**src/rtl/tpts_pkg.sv**
```systemverilog
`timescale 1ns / 1ps
`default_nettype none
// ----------------------------------------------------------------------------
// tpts_pkg
// Widths, command codes and phase codes for the tone pulse-train sequencer.
// ----------------------------------------------------------------------------
package tpts_pkg;

    localparam int TIME_W    = 24;
    localparam int FREQ_W    = 16;
    localparam int REPEAT_W  = 16;
    localparam int PERIOD_W  = 16;
    localparam int ELAPSED_W = TIME_W + 2;
    localparam int CYCLE_W   = TIME_W + 1;

    localparam int CMD_W     = 2;
    localparam int IN_DATA_W = 80;   // tone, on, off, repeat = 80 bits
    localparam int OUT_DATA_W = 24;  // freq, changed, busy = 18 bits, padded

    typedef logic [CMD_W-1:0]     cmd_t;
    typedef logic [TIME_W-1:0]    time_t;
    typedef logic [FREQ_W-1:0]    freq_t;
    typedef logic [REPEAT_W-1:0]  repeat_t;
    typedef logic [ELAPSED_W-1:0] elapsed_t;
    typedef logic [CYCLE_W-1:0]   cycle_t;
    typedef logic [1:0]           phase_t;

    localparam cmd_t CMD_TICK    = 2'd0;
    localparam cmd_t CMD_TONE    = 2'd1;
    localparam cmd_t CMD_SILENCE = 2'd2;
    localparam cmd_t CMD_PATTERN = 2'd3;

    localparam phase_t PH_NEW  = 2'd0;
    localparam phase_t PH_ON   = 2'd1;
    localparam phase_t PH_OFF  = 2'd2;
    localparam phase_t PH_IDLE = 2'd3;

endpackage : tpts_pkg
`default_nettype wire

```
**src/rtl/tone_pulse_train_sequencer.sv**
```systemverilog
`timescale 1ns / 1ps
`default_nettype none
// ----------------------------------------------------------------------------
// tone_pulse_train_sequencer
// Single-channel buzzer sequencer: continuous tone, silence or pulse train.
// ----------------------------------------------------------------------------
// Usage:
//   Slave stream (s_*) carries commands: s_tuser is the command (tick, tone,
//   silence, pattern), s_tdata the pattern fields. Every accepted transfer
//   yields exactly one master-stream (m_*) transfer with the drive frequency,
//   a changed flag and a busy flag.
//   Result valid follows in the cycle after the input transfer. Throughput:
//   one transfer per cycle unless m_tready stalls; the sequencer state and
//   the result register are updated in the same edge, the tick path being
//   one 26-bit add, a compare against the cycle length and a subtract.
//   The result register is the only buffering: s_tready is high whenever
//   that register is empty or is being emptied, so a stall on m_tready
//   backs up into s_tready after one held result.
//   tick_period is written through tick_period_we/tick_period_wdata; the
//   user writes it only while the block is idle (unenforced); it resets to 1.
//   Reset: phase idle, nothing pending, drive 0, result register empty.
// ----------------------------------------------------------------------------
module tone_pulse_train_sequencer
    import tpts_pkg::*;
(
    input  wire logic                  clk,
    input  wire logic                  rst_n,
    input  wire logic                  tick_period_we,
    input  wire logic [PERIOD_W-1:0]   tick_period_wdata,
    input  wire logic                  s_tvalid,
    output logic                       s_tready,
    // [15:0] tone_freq, [39:16] on_time, [63:40] off_time, [79:64] repeat_count
    input  wire logic [IN_DATA_W-1:0]  s_tdata,
    // [1:0] cmd
    input  wire logic [CMD_W-1:0]      s_tuser,
    output logic                       m_tvalid,
    input  wire logic                  m_tready,
    // [15:0] drive_freq, [16] drive_changed, [17] busy_res, [23:18] zero
    output logic [OUT_DATA_W-1:0]      m_tdata
);

    logic [PERIOD_W-1:0] tick_period_reg;
    phase_t   phase_reg, phase_next;
    logic     pending_reg, pending_next;
    elapsed_t elapsed_reg, elapsed_next;
    time_t    on_time_reg, on_time_next;
    time_t    off_time_reg, off_time_next;
    repeat_t  repeats_reg, repeats_next;
    freq_t    tone_reg, tone_next;
    freq_t    drive_reg, drive_next;
    logic     changed_next;

    logic     out_valid_reg;
    logic [OUT_DATA_W-1:0] out_data_reg, out_data_next;

    cmd_t     cmd;
    freq_t    in_tone;
    time_t    in_on;
    time_t    in_off;
    repeat_t  in_repeat;
    logic     accept;

    phase_t   cur_phase;
    cycle_t   cycle;
    elapsed_t elapsed_sum;

    assign cmd       = s_tuser;
    assign in_tone   = s_tdata[15:0];
    assign in_on     = s_tdata[39:16];
    assign in_off    = s_tdata[63:40];
    assign in_repeat = s_tdata[79:64];

    assign s_tready = !out_valid_reg || m_tready;
    assign accept   = s_tvalid && s_tready;
    assign m_tvalid = out_valid_reg;
    assign m_tdata  = out_data_reg;

    assign cycle       = {1'b0, on_time_reg} + {1'b0, off_time_reg};
    assign elapsed_sum = elapsed_reg + ELAPSED_W'(tick_period_reg);
    // a pending pattern restarts at the new-cycle phase
    assign cur_phase   = pending_reg ? PH_NEW : phase_reg;

    always_comb
    begin
        phase_next    = phase_reg;
        pending_next  = pending_reg;
        elapsed_next  = elapsed_reg;
        on_time_next  = on_time_reg;
        off_time_next = off_time_reg;
        repeats_next  = repeats_reg;
        tone_next     = tone_reg;
        drive_next    = drive_reg;
        changed_next  = 1'b0;

        unique case (cmd)
            CMD_TONE:
            begin
                on_time_next  = TIME_W'(1);
                off_time_next = '0;
                repeats_next  = '0;
                tone_next     = in_tone;
                pending_next  = 1'b1;
            end
            CMD_SILENCE:
            begin
                on_time_next  = '0;
                off_time_next = '0;
                repeats_next  = '0;
                tone_next     = '0;
                pending_next  = 1'b1;
            end
            CMD_PATTERN:
            begin
                on_time_next  = in_on;
                off_time_next = in_off;
                repeats_next  = in_repeat;
                tone_next     = in_tone;
                pending_next  = 1'b1;
            end
            default:
            begin
                pending_next = 1'b0;
                unique case (cur_phase)
                    PH_NEW:
                    begin
                        changed_next = 1'b1;
                        if (on_time_reg != '0)
                        begin
                            drive_next = tone_reg;
                            if (off_time_reg != '0)
                            begin
                                elapsed_next = '0;
                                phase_next   = PH_ON;
                            end
                            else
                            begin
                                phase_next = PH_IDLE;
                            end
                        end
                        else
                        begin
                            drive_next = '0;
                            phase_next = PH_IDLE;
                        end
                    end
                    PH_ON:
                    begin
                        elapsed_next = elapsed_sum;
                        if (elapsed_sum >= ELAPSED_W'(on_time_reg))
                        begin
                            drive_next   = '0;
                            changed_next = 1'b1;
                            phase_next   = PH_OFF;
                        end
                        else
                        begin
                            phase_next = PH_ON;
                        end
                    end
                    PH_OFF:
                    begin
                        elapsed_next = elapsed_sum;
                        if (elapsed_sum >= ELAPSED_W'(cycle))
                        begin
                            // keep the overshoot for the next cycle
                            elapsed_next = elapsed_sum - ELAPSED_W'(cycle);
                            changed_next = 1'b1;
                            if (repeats_reg == REPEAT_W'(1))
                            begin
                                drive_next = '0;
                                phase_next = PH_IDLE;
                            end
                            else
                            begin
                                drive_next = tone_reg;
                                if (repeats_reg != '0)
                                begin
                                    repeats_next = repeats_reg - REPEAT_W'(1);
                                end
                                phase_next = PH_ON;
                            end
                        end
                        else
                        begin
                            phase_next = PH_OFF;
                        end
                    end
                    default:
                    begin
                        phase_next = PH_IDLE;
                    end
                endcase
            end
        endcase

        out_data_next = {(OUT_DATA_W - FREQ_W - 2)'(0),
                         (pending_next || (phase_next != PH_IDLE)),
                         changed_next,
                         drive_next};
    end

    always_ff @(posedge clk or negedge rst_n)
    begin
        if (!rst_n)
        begin
            tick_period_reg <= PERIOD_W'(1);
            phase_reg       <= PH_IDLE;
            pending_reg     <= 1'b0;
            elapsed_reg     <= '0;
            on_time_reg     <= '0;
            off_time_reg    <= '0;
            repeats_reg     <= '0;
            tone_reg        <= '0;
            drive_reg       <= '0;
            out_valid_reg   <= 1'b0;
        end
        else
        begin
            if (tick_period_we)
            begin
                tick_period_reg <= tick_period_wdata;
            end
            if (accept)
            begin
                phase_reg     <= phase_next;
                pending_reg   <= pending_next;
                elapsed_reg   <= elapsed_next;
                on_time_reg   <= on_time_next;
                off_time_reg  <= off_time_next;
                repeats_reg   <= repeats_next;
                tone_reg      <= tone_next;
                drive_reg     <= drive_next;
                out_valid_reg <= 1'b1;
            end
            else if (m_tready)
            begin
                out_valid_reg <= 1'b0;
            end
        end
    end

    always_ff @(posedge clk)
    begin
        if (accept)
        begin
            out_data_reg <= out_data_next;
        end
    end

endmodule : tone_pulse_train_sequencer
`default_nettype wire

```
**config.mk**
```make
export PLATFORM = sky130hd
export DESIGN_NAME = tone_pulse_train_sequencer
export DESIGN_NICKNAME = d
export VERILOG_FILES = /design/src/rtl/tpts_pkg.sv /design/src/rtl/tone_pulse_train_sequencer.sv
export SDC_FILE = /design/constraint.sdc
export NUM_CORES = 1
export LEC_CHECK = 0
export BUFFER_PORTS_ARGS = -buffer_cell sky130_fd_sc_hd__buf_2
export CORE_MARGIN = 2
export CORE_UTILIZATION = 55
export CTS_CLUSTER_SIZE = 10
export DETAILED_ROUTE_END_ITERATION = 6
export PLACE_DENSITY = 0.75
export SETUP_SLACK_MARGIN = 0.4
export SYNTH_ARGS = -nofsm -noshare
export SYNTH_HDL_FRONTEND = slang
export SYNTH_SLANG_ARGS = --single-unit
```
**constraint.sdc**
```tcl
create_clock -name clk -period 11 [get_ports clk]
set_input_delay 1.1 -clock clk [delete_from_list [all_inputs] [get_ports clk]]
set_output_delay 1.1 -clock clk [all_outputs]
set_load 0.1 [all_outputs]
```
* Word level (Yosys, flattened, before mapping)
Cells that the tools add are included.
** Storage, ports and cells
- Flip-flop bits (word level) :: 160
- Input bits :: 103
- Output and inout port bits :: 26
- Logic and storage cells :: 85
** Operators by class
- $add $sub $neg :: 4
- Order comparisons :: 2
- Equality and inequality tests :: 10
- Mux-type cells :: 32
- Bitwise gates (word level) :: 1
- Reductions and logical operators :: 24
** Operators with widths (number)
- $mux 16 :: 9
- $mux 26 :: 3
- $pmux 26 s3 :: 1
- $pmux 24 s3 :: 1
- $pmux 16 s2 :: 2
- $pmux 16 s3 :: 1
- $pmux 24 s2 :: 1
- $reduce_bool 24->1 :: 2
- $add 26x16->26 :: 1
- $ge 26x24->1 :: 1
- $ge 26x25->1 :: 1
- $sub 26x25->26 :: 1
- $add 24x24->25 :: 1
- $eq 16x1->1 const B :: 1
- $reduce_bool 16->1 :: 1
- $sub 16x1->16 const B :: 1
- $reduce_bool 3->1 :: 5
- $mux 2 :: 7
- $reduce_and 5->1 :: 2
- $eq 2x2->1 const B :: 3
- $ne 2x2->1 const B :: 3
- $pmux 2 s3 :: 1
- $reduce_and 2->1 :: 3
- $reduce_bool 2->1 :: 3
- other kinds (11) :: 18

* Longest topological paths before layout
Gate-level depths: netlist of run 1.
- Depth in word-level cells :: 7
- Depth in mapped cells :: 24
- Depth with buffers taken out :: 21

* Worst setup path before layout of run 1
OpenSTA, ideal clock, no wires.
- Path type :: flip-flop to flip-flop
- Start point :: register elapsed_reg[0]
- End point :: register repeats_reg[8]
- Library setup time :: 126 ps
- Arrival time :: 5158 ps
- Required time :: 10874 ps
- Setup slack :: 5716 ps
- Cell stages (with the launch flop) :: 22
- Buffers on the path :: 1
- Period minus slack after synthesis :: 5284 ps
- Cells stage by stage :: dfrtp_1 > ha_1 > fa_1 > a211oi_1 > o21ai_0 > a21o_1 > a21oi_1 > o21ai_0 > a21o_1 > a21oi_1 > xnor2_1 > ha_1 > o21ai_0 > nor2_1 > a2111oi_0 > o32ai_1 > a21o_1 > a2111o_1 > a41oi_4 > buf_6 > o31ai_1 > a221o_1
** On the way
- Longest elaborated chain between the ends :: 4
** Ends and longest elaborated chain
- start, declared :: line tone_pulse_train_sequencer.sv:45 : elapsed_t elapsed_reg, elapsed_next;
- start signal, assigned :: line tone_pulse_train_sequencer.sv:227 : elapsed_reg <= elapsed_next;
- $add 26x16->26 :: line tone_pulse_train_sequencer.sv:79 : assign elapsed_sum = elapsed_reg + ELAPSED_W'(tick_period_reg);
- $ge 26x25->1 :: line tone_pulse_train_sequencer.sv:163 : if (elapsed_sum >= ELAPSED_W'(cycle))
- $reduce_bool 3->1 (no line)
- $reduce_and 5->1 (no line)
- end signal, assigned :: line tone_pulse_train_sequencer.sv:230 : repeats_reg <= repeats_next;
- end, declared :: line tone_pulse_train_sequencer.sv:48 : repeat_t repeats_reg, repeats_next;
No other way between the ends.
A chain may end at the register's enable or synchronous reset.

* Worst setup path after layout of run 1
- Start point :: register elapsed_reg[0]
- End point :: register repeats_reg[7]
Same word-level chain as after synthesis.

==> flow_metrics.tcl, run 1 <==
set metrics [dict create \
    powerDensity_mw_per_mm2 274 \
    worstPathBufferInverterCount 0 \
    multi_input_area_mm2 0.00731 \
    hold_slack_ns 0.504 \
    largest_reg_flops 26 \
    via_per_inst 6.15 \
    ys_top_cells_by_area "dfrtp_1 29%, ha_1 11%, nand2_1 5.0%" \
    drv_cap 0 \
    ys_async_sr_fraction_pct 88.8 \
    p_int_mw 1.87 \
    critical_path_class "reg2reg" \
    synth-main-ff-cell "dfrtp_1" \
    layout-area-overhead-vs-synth_pct 11.8 \
    cts.sinks 160 \
    cts-root-buf "clkbuf_16" \
    cp_top_family "compound AO/OA/AOI/OAI gates" \
    tns_ns 0 \
    final.period_utilization_pct 59.9 \
    pwr-share-seq_pct 23.1 \
    synth_top_area_share_pct 29.3 \
    postCtsSetupBuffers 0 \
    fillers 1836 \
    design_power_total_mw 3.64 \
    worst_slew_pin_slew_ns 1.10 \
    cts_buffer_depth 2 \
    ctsResizeCount 0 \
    grt.overflow.total 0 \
    slowest_delay_ns 0.61 \
    switching_share_pct 48.4 \
    first_pass_iters 5 \
    max_freq_ghz 0.152 \
    worstHoldPathCells 2 \
    cts_tree "built" \
    ios 129 \
    row_count 53 \
    yosysSeqAreaShare_pct 34.5 \
    crit_cells 20 \
    dr_total_vias 10600 \
    status "finished clean" \
    finClkSkew_ns 0.0174 \
    ys_seq_elements 160 \
    clock_latency_ns 0.45 \
    worstRegToRegCells 20 \
    netlist_instances 1342 \
    synth_edf_count 18 \
    hold_violations 0 \
    yosysTopAreaCell "dfrtp_1" \
    synth_area_per_cell_um2 8.85 \
    numCtsBuffers 17 \
    fp.dieH_um 151 \
    crit_required_ns 11.28 \
    cp.arrival_ns 6.87 \
    yosysMostFrequentCell "nand2_1" \
    dieArea_mm2 0.0228 \
    antenna_cells 0 \
    core_area_mm2 0.0211 \
    regArea_mm2 0.00410 \
    clockPowerShare_pct 17.4 \
    yosys_warnings 0 \
    start_kind "flip-flop" \
    rsz0062_at_grt "no" \
    crit_slowest_cell "nand2b_1" \
    drive_gt1_share_pct 14.5 \
    wirelength_mm 32.3 \
    yosysUniqueCellTypes 78 \
    finalMaxSlewViolations 0 \
    wl_per_cell_um 18.8 \
    ir_drop_mv 0.163 \
    htreeDepth 4 \
    layout.nets 1637 \
    switchingPower_mw 1.76 \
    initial_core_util_pct 56.3 \
    grt_max_degree 80 \
    period_minus_slack_ns 6.59 \
    synthTopCellsByCount "158 x nand2_1, 139 x dfrtp_1, 100 x ha_1" \
    crit_chain "ha_1 > fa_1 > a211oi_1 > o21ai_0 > a21o_1 > a21oi_1 > o21ai_0 > a21o_1 > a21oi_1 > xnor2_1 > ha_1 > o21ai_0 > nor2_1 > a2111oi_0 > o32ai_1 > a21o_1 > a2111o_1 > a41oi_4 > nand2b_1 > o311ai_0" \
    io_buffers 122 \
    crit_fanout 17 \
    hold_buffers 0 \
    synth_area_mm2 0.0119 \
    cp-end-kind "flip-flop" \
    p_comb_share_pct 59.5 \
    setup_violations 0 \
    gp_congestion 0.950 \
    clk_pin_slew_ns 0.08 \
    ant_nets 0 \
    grt_pass1_wl_mm 51.9 \
    antenna_found_initial 0 \
    relSlewSlack_pct 26.3 \
    drt_iter0_drc 832 \
    grt.total_usage_pct 29.1 \
    leakage_nw 6.30 \
    dp_hpwl_mm 24.1 \
    grt_pass1_vias 10000 \
    drc 0 \
    hold_path.class "reg2reg" \
    die_w_um 151 \
]
[routing by layer]
metal | routed length [um] | share of wire, % | track usage, %
met4 | 604 | 1.9 | 8.27
met3 | 2150 | 6.7 | 4.64
met1 | 15100 | 47 | 42.0
met2 | 14500 | 45 | 45.3
met5 | 0 | 0 | 0
[layout by cell type, fill, tap and decap left out, drive strengths merged, types with 17 or more instances in the layout]
cell type  instances
ha               100
edfxtp            18
a21oi             86
o21ai             94
nor3              26
a22oi             18
and3              23
clkbuf            17
mux2i             21
inv               60
a21o              42
a211oi            17
buf              131
xnor2             26
xor2              31
o31ai             24
nand2            159
nand3             79
and2              22
a22o              20
dfrtp            139
a221o             22
nor2              46
[path summary, 6_finish.rpt]
| path | start | slack, ns | end |
|---|---|---|---|
| min in group asynchronous | rst_n | 0.64 | tick_period_reg[8] |
| max in group asynchronous | rst_n | 8.94 | off_time_reg[17] |
| setup reg to reg | elapsed_reg[0] | 4.41 | repeats_reg[7] |
| hold / removal | off_time_reg[8] | 0.50 | off_time_reg[8] |
| hold reg to reg | off_time_reg[8] | 0.50 | off_time_reg[8] |
| setup / recovery | elapsed_reg[0] | 4.41 | repeats_reg[7] |
[worst min-delay path: stages, from the launching register on]
cell and delay (ns):
dfrtp_1 0.37, nand2_1 0.06, nand2_1 0.05
[through the flow]
stage	util, %	cells	worst slack, ns	cell area [um2]
6_report	63.0	1719	4.41	13300
5_1_grt	63.0	1719	3.83	13300
4_1_cts	63.0	1719	4.41	13300
3_5_place_dp	59.9	1687	4.49	12600
3_3_place_gp	59.9	1687	4.62	12600
2_1_floorplan	-	1347	5.72	11900
[cells by family after synthesis]
group	synth area share, %
adder cells (fa/ha/maj)	11.0
flip-flops	34.5
buffers and inverters	4.18
AO/OA/AOI/OAI	23.9
multiplexers	3.29
other	0.0316
AND/OR/NAND/NOR	18.9
XOR/XNOR	4.20
[power by group through the flow]
| stage | clock, mW | combinational [mW] | sequential [mW] |
|---|---|---|---|
| 2_1_floorplan | 0 | 1.57 | 0.890 |
| 3_3_place_gp | 0 | 2.08 | 0.841 |
| 3_5_place_dp | 0 | 2.11 | 0.845 |
| 4_1_cts | 0.643 | 2.13 | 0.836 |
| 5_1_grt | 0.671 | 2.36 | 0.855 |
| 6_report | 0.634 | 2.16 | 0.839 |
[final cells by class]
| class | count | area share, % |
|---|---|---|
| inverter | 53 | 1.50 |
| clock buffer | 17 | 3.20 |
| tap | 275 | 2.59 |
| sequential | 160 | 30.9 |
| multi-input combinational | 1068 | 55.1 |
| clock inverter | 15 | 1.63 |
| timing repair buffer | 131 | 5.16 |
Note: power is estimated with default switching activity, not from simulation.
==> run 2: changes to the inputs <==
- ABC_AREA: unset -> 1
- clock period: 11 -> 6.85 ns (I/O delays scaled with it)
==> flow_metrics.tcl, run 2 <==
set metrics [dict create \
    setup_violations 0 \
    grt_use_met2_pct 48.6 \
    rsz0062_at_grt "no" \
    synthTopCellsByCount "482 x nand2_1, 233 x nand3_1, 167 x inv_1" \
    ant_nets 0 \
    layout-area-overhead-vs-synth_pct 10.9 \
    synth_compound_area_share_pct 12.7 \
    netlist_instances 1713 \
    yosys_warnings 0 \
    via_per_inst 5.64 \
    drt_iter0_drc 742 \
    finalMaxSlewViolations 0 \
    synth_area_per_cell_um2 7.26 \
    dr_total_vias 11800 \
    hold_slack_ns 0.300 \
    grt_max_degree 82 \
    yosysSeqAreaShare_pct 32.9 \
    numCtsBuffers 17 \
    first_pass_iters 5 \
    crit_fanout 49 \
    worst-r2r-setup-slack_ns 1.66 \
    cts-root-buf "clkbuf_16" \
    layout.nets 2007 \
    crit_slowest_cell "nand2_4" \
    critical_path_class "reg2reg" \
    yosysUniqueCellTypes 56 \
    grt_pass1_vias 11300 \
    tns_ns 0 \
    worst_slew_pin_slew_ns 1.21 \
    die_w_um 154 \
    cp_top_family "simple AND/OR/NAND/NOR gates" \
    grt_pass1_wl_mm 55.4 \
    drc 0 \
    initial_core_util_pct 55.5 \
    max_freq_ghz 0.193 \
    ctsResizeCount 0 \
    cts.sinks 160 \
    finClkSkew_ns 0.0193 \
    hold_path.class "in2async" \
    clock_latency_ns 0.44 \
    relSlewSlack_pct 19.4 \
    synthAdderAreaFrac_pct 10.5 \
    dieArea_mm2 0.0238 \
    hold_buffers 0 \
    final.period_utilization_pct 75.7 \
    layout_common_cells "482 x nand2_1, 233 x nand3_1, 167 x inv_1, 139 x dfrtp_1, 121 x buf_2" \
    r2r_start "tick_period_reg[0]" \
    yosysTopAreaCell "dfrtp_1" \
    status "finished clean" \
    instances_no_fill 2099 \
    dpl_cell_area_mm2 0.0132 \
    grt.overflow.total 0 \
    synth_xor_area_share_pct 5.00 \
    drive_gt1_share_pct 12.6 \
    synth_edf_count 18 \
    crit_required_ns 7.17 \
    wirelength_mm 33.8 \
    yosysMostFrequentCell "nand2_1" \
    met1_usage_pct 37.9 \
    core_area_mm2 0.0224 \
    worstPathBufferInverterCount 2 \
    antenna_found_initial 0 \
    powerDensity_mw_per_mm2 277 \
    fp.dieH_um 154 \
    dp_hpwl_mm 24.9 \
    ys_async_sr_fraction_pct 88.8 \
    drv_cap 0 \
    cp.arrival_ns 5.51 \
    htreeDepth 4 \
    antenna_cells 0 \
    rr_endpoint "repeats_reg[3]" \
    leakage_nw 7.19 \
    hold_violations 0 \
    largest_reg_flops 26 \
    ys_top_cells_by_area "dfrtp_1 28%, nand2_1 15%, ha_1 10%" \
    ir_drop_mv 0.184 \
    cp_common_cell "nand2_1" \
    clk_pin_slew_ns 0.07 \
    grt-busiest-layer "met2" \
    cts_tree "built" \
    period_minus_slack_ns 5.19 \
    postCtsSetupBuffers 0 \
    ios 129 \
    start_kind "flip-flop" \
    wl_per_cell_um 16.1 \
    met3_usage_pct 3.70 \
    row_count 55 \
    final_common_cell "nand2_1" \
    synth_area_mm2 0.0124 \
    gp_congestion 0.939 \
    cp-end-kind "flip-flop" \
    io_buffers 122 \
    muxShareOfSynthArea_pct 1.45 \
    design_power_total_mw 3.82 \
    grt.total_usage_pct 28.8 \
    slowest_delay_ns 0.55 \
    ys_seq_elements 160 \
    synth_top_area_share_pct 28.0 \
    synth_top_family_by_area "simple AND/OR/NAND/NOR gates" \
    cts_buffer_depth 2 \
    worstRegToRegCells 26 \
    synthSimpleGateAreaFrac_pct 29.4 \
    synth-main-ff-cell "dfrtp_1" \
    dp.cells 2067 \
    fin_area_mm2 0.0138 \
]
## run 2: cell types whose count changed in the layout (fill, tap and decap cells not counted), sizes merged, moves of 18 or more
cell / before / now
a21boi: 1 / 19
a21o: 42 / 3
a221o: 22 / 0
and2: 22 / 1
and3: 23 / 1
inv: 60 / 176
mux2i: 21 / 0
nand2: 159 / 497
nand3: 79 / 237
nor2: 46 / 72
o21ai: 94 / 126
o31ai: 24 / 1
## run 2: final cells by class
class | instances | area, um2
clock inverters | 15 | 184
fillers | 2085 | 8630
well taps | 285 | 357
flip-flops and latches | 160 | 4100
inverters | 170 | 638
multi-input cells | 1317 | 7390
repair buffers | 135 | 714
clock buffers | 17 | 425
## run 2: logic make-up after synthesis
logic type	Yosys count
XOR/XNOR	71
other	1
AO/OA/AOI/OAI	273
multiplexers	16
AND/OR/NAND/NOR	848
flip-flops	160
buffers and inverters	241
adder cells (fa/ha/maj)	103
## run 2: how the worst max path moves through the flow
stage / startpoint / to / slack, ns / cells past startpoint
final: tick_period_reg[0] / repeats_reg[3] / 1.66 / 26
after global routing: elapsed_reg[0] / repeats_reg[10] / 1.24 / 26
after CTS: tick_period_reg[0] / repeats_reg[3] / 1.73 / 26
after detailed placement: elapsed_reg[0] / repeats_reg[0] / 1.76 / 26
after global placement: elapsed_reg[0] / repeats_reg[14] / 1.94 / 26
after floorplan: elapsed_reg[0] / m_tdata[12] / 3.08 / 25
## run 2: power breakdown
| group | internal [mW] | switching [mW] | leakage (nW) |
|---|---|---|---|
| Sequential | 1.09 | 0.0923 | 2.04 |
| Clock | 0.527 | 0.474 | 0.297 |
| Combinational | 0.559 | 1.08 | 4.86 |
| Total | 2.18 | 1.65 | 7.19 |
## run 2: routing by layer
layer	share of wire (%)	up-vias	wire, um
met5	0	-	0
met4	2.8	0	955
met3	5.1	71	1740
met2	48	357	16200
met1	44	5546	15000
li1	-	5857	-
## run 2: through the flow
step	util, %	worst slack (ns)
2_1_floorplan	-	3.08
3_3_place_gp	58.8	1.94
3_5_place_dp	58.8	1.76
4_1_cts	61.5	1.73
5_1_grt	61.5	1.24
6_report	61.5	1.66
